### config.mk
export PLATFORM = sky130hd
export DESIGN_NAME = tft_ctrl
export DESIGN_NICKNAME = d
export VERILOG_FILES = /design/src/rtl/tft_pkg.sv /design/src/rtl/tft_ctrl.sv
export SDC_FILE = /design/constraint.sdc
export NUM_CORES = 1
export LEC_CHECK = 0
export ABC_AREA = 1
export BUFFER_PORTS_ARGS = -buffer_cell sky130_fd_sc_hd__buf_2
export CAP_MARGIN = 0
export CORE_AREA = 2 2 39 41
export CTS_BUF_LIST = sky130_fd_sc_hd__clkbuf_8 sky130_fd_sc_hd__clkbuf_16
export DETAILED_ROUTE_END_ITERATION = 7
export DIE_AREA = 0 0 41 43
export GPL_TIMING_DRIVEN = 0
export PLACE_DENSITY = 0.58
export SYNTH_ARGS = -nofsm -noshare
export SYNTH_HDL_FRONTEND = slang
export SYNTH_SLANG_ARGS = --single-unit
### constraint.sdc
create_clock -name clk -period 1.4 [get_ports clk]
set_input_delay 0.21 -clock clk [delete_from_list [all_inputs] [get_ports clk]]
set_output_delay 0.21 -clock clk [all_outputs]
set_load 0.01 [all_outputs]
### src/rtl/tft_pkg.sv
// Shared types and constants for the tile freshness table.
// Used by tft_ctrl, tft_datapath and tile_freshness_table; no dependencies.
package tft_pkg;

  localparam int MAX_COLUMNS = 64;
  localparam int MAX_ROWS    = 64;
  localparam int TABLE_DEPTH = MAX_COLUMNS * MAX_ROWS;
  localparam int ADDR_W      = $clog2(TABLE_DEPTH);
  localparam int COUNT_W     = $clog2(TABLE_DEPTH + 1);
  localparam int GRID_W      = 7;
  localparam int EPOCH_W     = 32;
  localparam int LEVEL_W     = 8;
  localparam int POS_W       = 8;

  localparam logic [EPOCH_W-1:0] EPOCH_GRACE = EPOCH_W'(3);
  localparam logic signed [LEVEL_W-1:0] LEVEL_UNFILLED = '1;

  localparam logic [GRID_W-1:0] MAX_COLUMNS_G = GRID_W'(MAX_COLUMNS);
  localparam logic [GRID_W-1:0] MAX_ROWS_G    = GRID_W'(MAX_ROWS);

  localparam logic REG_GRID_COLUMNS = 1'b0;
  localparam logic REG_GRID_ROWS    = 1'b1;

  typedef enum logic [1:0] {
    OP_UPDATE    = 2'd0,
    OP_QUERY     = 2'd1,
    OP_RESET_ALL = 2'd2
  } op_t;

  typedef struct packed {
    op_t                       op;
    logic signed [POS_W-1:0]   tile_col;
    logic signed [POS_W-1:0]   tile_row;
    logic [EPOCH_W-1:0]        render_epoch;
    logic signed [LEVEL_W-1:0] detail_level;
  } req_t;

  typedef struct packed {
    logic               accepted;
    logic               needs_content;
    logic [COUNT_W-1:0] unfilled_total;
  } result_t;

  typedef struct packed {
    logic [EPOCH_W-1:0]        epoch;
    logic signed [LEVEL_W-1:0] level;
  } entry_t;

  typedef enum logic [1:0] {
    ST_IDLE,
    ST_LOOKUP,
    ST_CLEAR
  } state_t;

  typedef struct packed {
    logic capture;
    logic clear_start;
    logic clear_step;
    logic resolve;
    logic finish_wipe;
  } cmd_t;

  typedef struct packed {
    logic clear_last;
  } status_t;

  function automatic logic [GRID_W-1:0] sat_dim(input logic [GRID_W-1:0] v,
                                                input logic [GRID_W-1:0] lim);
    sat_dim = (v > lim) ? lim : v;
  endfunction

endpackage

### src/rtl/tft_ctrl.sv
// Sequencer for the tile freshness table: lookup, write-back and clearing sweep.
// Depends on tft_pkg; drives tft_datapath through cmd_t / status_t.
module tft_ctrl
  import tft_pkg::*;
(
  input  logic    clk,
  input  logic    rst,
  input  logic    start,
  input  op_t     op,
  input  logic    cfg_valid,
  input  status_t status,
  output logic    busy,
  output cmd_t    cmd
);

  state_t state, state_next;
  logic   wipe_result, wipe_result_next;

  always_ff @(posedge clk) begin
    if (rst) begin
      state       <= ST_CLEAR;
      wipe_result <= 1'b0;
    end else begin
      state       <= state_next;
      wipe_result <= wipe_result_next;
    end
  end

  always_comb begin
    state_next       = state;
    wipe_result_next = wipe_result;
    cmd              = '0;
    case (state)
      ST_IDLE: begin
        if (cfg_valid) begin
          cmd.clear_start  = 1'b1;
          wipe_result_next = 1'b0;
          state_next       = ST_CLEAR;
        end else if (start) begin
          cmd.capture = 1'b1;
          if (op == OP_RESET_ALL) begin
            cmd.clear_start  = 1'b1;
            wipe_result_next = 1'b1;
            state_next       = ST_CLEAR;
          end else begin
            state_next = ST_LOOKUP;
          end
        end
      end
      ST_LOOKUP: begin
        cmd.resolve = 1'b1;
        state_next  = ST_IDLE;
        if (cfg_valid) begin
          cmd.clear_start  = 1'b1;
          wipe_result_next = 1'b0;
          state_next       = ST_CLEAR;
        end
      end
      ST_CLEAR: begin
        if (cfg_valid) begin
          cmd.clear_start  = 1'b1;
          wipe_result_next = 1'b0;
        end else begin
          cmd.clear_step = 1'b1;
          if (status.clear_last) begin
            cmd.finish_wipe  = wipe_result;
            wipe_result_next = 1'b0;
            state_next       = ST_IDLE;
          end
        end
      end
      default: begin
        state_next = ST_IDLE;
      end
    endcase
  end

  assign busy = (state != ST_IDLE) || cfg_valid;

`ifndef NO_ASSERTIONS
  a_lookup_follows: assert property (@(posedge clk) disable iff (rst)
    (cmd.capture && op != OP_RESET_ALL) |=> state == ST_LOOKUP)
    else $error("captured request did not enter lookup");

  a_clear_follows: assert property (@(posedge clk) disable iff (rst)
    cmd.clear_start |=> (state == ST_CLEAR && !cmd.finish_wipe))
    else $error("clear sweep did not start from the top");
`endif

endmodule

==> flow_metrics.tcl <==
set metrics [dict create \
    grt_start_max_net_pins 7 \
    htreeDepth 1 \
    synth_top_area_share_pct 18.2 \
    rr_worst_depth 10 \
    path_buf_inv 2 \
    cp_max_fo 4 \
    root_buffer "clkbuf_8" \
    critPathMaxStageDelay_ns 0.37 \
    grt_pass1_vias 292 \
    switching_share_pct 36.4 \
    cp.depth 5 \
    core-area_sq_um 1380 \
    nFillCells 146 \
    worst_pin_slew_ns 0.224 \
    antenna_found_initial 0 \
    whs_path_depth 3 \
    ir_drop_mv 0.620 \
    crit_chain "inv_4 -> ha_4 -> nand2_2 -> a21oi_2 -> buf_2" \
    initial_core_util_pct 24.9 \
    synth.avg_cell_area_sq_um 6.49 \
    fmax_ghz 0.722 \
    grt-ovfl-total 0 \
    postRouteAntennaNets 0 \
    worst_ep_required_time_ns 1.19 \
    yosysWarnings 0 \
    internal-power_uw 466 \
    comb_power_share_pct 48.4 \
    fin_nets 86 \
    dp.cells 81 \
    hpwlAfterDp_microns 581 \
    cts.reportedPaths.clkPinSlew_ns 0.03 \
    clock-sinks 3 \
    grt_pass1_wl_microns 986 \
    synth-edff-count 0 \
    clk_latency_ns 0.21 \
    finalInstanceArea_sq_um 541 \
    synth_cell_types 16 \
    ioPinCount 13 \
    synthFlopType "dfxtp_1" \
    period_share_pct 98.9 \
    diodes 0 \
    yosysTopAreaCell "ha_1" \
    tns_ns 0 \
    rsz0062_at_grt "true" \
    async_reset_ff_share_pct 0 \
    hold_viol 0 \
    dieWidth_microns 41 \
    cts_buffer_depth 2 \
    drcViolationCount 0 \
    ys_ff_latch 3 \
    status "finished, final reports clean" \
    fp-row-count 14 \
    drive_above_1_share_pct 63.0 \
    portBuffers 12 \
    clockPowerShare_pct 32.5 \
    synth_area_leaders "ha_1 (18%), dfxtp_1 (17%), nand2_1 (11%), nand2_2 (11%), inv_1 (8.7%)" \
    place_ws_ns 0.0209 \
    crit_path_start_kind "flop" \
    setup_viol 0 \
    leakagePower_uw 0.000284 \
    wl_per_cell_microns 8.55 \
    ys_seq_area_share_pct 17.5 \
    cts_tree "yes" \
    num_vias 387 \
    placed_area_sq_um 424 \
    relSlewSlack_pct 84.9 \
    min-delay-path-class "in2reg" \
    finClkSkew_ns 0.00270 \
    slew_violations 0 \
    path_class "reg2out" \
    layout_min_cycle_time_ns 1.38 \
    synth_cells 53 \
    firstDrtPassIters 4 \
    stdcell_count 89 \
    switching_power_uw 267 \
    numCtsBuffers 3 \
    syn2layout_area_growth_pct 57.1 \
    crit_family "flip-flops" \
    grt_usage_pct 8.52 \
    finalWirelength_microns 761 \
    fin_ws_ns 0.0151 \
    power_density_nw_per_um2 1360 \
    drv_cap 0 \
    worstPathArrival_ns 1.17 \
    power_frac_seq_pct 19.2 \
    routabilityCongestion 0.687 \
    fp.dieH_microns 43 \
    synth_area_sq_um 344 \
    via_per_inst 4.35 \
    endpoint_kind "primary output" \
    synth_nets 65 \
    slowest_stage "dfxtp_4" \
    utilization_pct 39.1 \
    drtIter0Drc 3 \
    die_area_sq_um 1760 \
]
-- metal layers --
layer,routed length (microns),up-vias,global-route usage [%]
met2,400,11,14.7
met4,8,0,4.00
li1,-,198,-
met5,0,-,0
met3,51,2,4.71
met1,302,176,7.35
-- logic make-up after synthesis --
group | after synthesis | share of synthesized area (%)
AOI/OAI and AO/OA | 8 | 14.9
and+or+nand+nor | 26 | 37.5
adders and majority gates | 5 | 18.2
DFF | 3 | 17.5
buffers and inverters | 11 | 12.0
-- per-stage QoR --
step                      hold WS [ns]  power, uW
after floorplan                  0.298        335
after global placement           0.415        401
after detailed placement         0.412        404
after CTS                        0.190        702
after global routing             0.209        786
final                            0.205        733
-- Yosys cell counts (2+ instances only) --
| library cell | instances |
|---|---|
| inv_1 | 8 |
| nand2_1 | 10 |
| ha_1 | 5 |
| nand2_2 | 6 |
| dfxtp_1 | 3 |
| o21ai_2 | 2 |
| a21oi_1 | 3 |
| nor2_2 | 2 |
| inv_2 | 3 |
| nor2_1 | 5 |
-- power groups by stage --
| stage | combinational, uW | clock (uW) | sequential, uW |
|---|---|---|---|
| 2_1_floorplan | 209 | 0 | 126 |
| 3_3_place_gp | 271 | 0 | 130 |
| 3_5_place_dp | 274 | 0 | 130 |
| 4_1_cts | 325 | 246 | 132 |
| 5_1_grt | 391 | 252 | 143 |
| 6_report | 354 | 238 | 140 |
-- cell type report --
| type | instances | area [sq um] | share of cell area (%) |
|---|---|---|---|
| repair buffers | 16 | 90.1 | 16.7 |
| inverters | 11 | 46.3 | 8.56 |
| multi-input cells | 39 | 272 | 50.2 |
| flip-flops and latches | 3 | 67.6 | 12.5 |
| well taps | 16 | 20.0 | 3.70 |
| clock inverters | 1 | 3.75 | 0.694 |
| clock buffers | 3 | 41.3 | 7.64 |
-- sequential cells by signal (all words and copies together), names as in the netlist --
| name | cells |
|---|---|
| state | 2 |
| wipe_result | 1 |
-- layout by cell type (no fill, tap or decap), types with 3 or more instances in the layout --
master    instances
buf_2            12
buf_4             4
clkbuf_8          3
ha_1              3
inv_1             5
inv_2             5
nand2_1           9
nand2_2           7
nor2_1            4
-- worst min-delay path, delay by kind of cell --
kind	cells	cell delay, ns
buffers and inverters	1	0.09
AND/OR/NAND/NOR	1	0.05
AO/OA/AOI/OAI	1	0.04
-- final timing paths --
path                                                from                  endpoint  slack (ns)
worst min register to register  wipe_result$_SDFFE_PP0P_  wipe_result$_SDFFE_PP0P_        0.49
worst max-delay path               state[0]$_SDFFE_PP0P_                    cmd[3]        0.02
worst max register to register     state[0]$_SDFFE_PP0P_     state[0]$_SDFFE_PP0P_        0.14
worst min-delay path                                 rst     state[1]$_SDFFE_PP1P_        0.20
-- what timing repair did --
action,4_1_cts,5_1_grt
setup buffers,3,1
pin swaps,3,3
setup endpoints to repair,5,2
hold buffers,0,0
gates resized for setup,8,9
(Power assumes the default switching activity.)
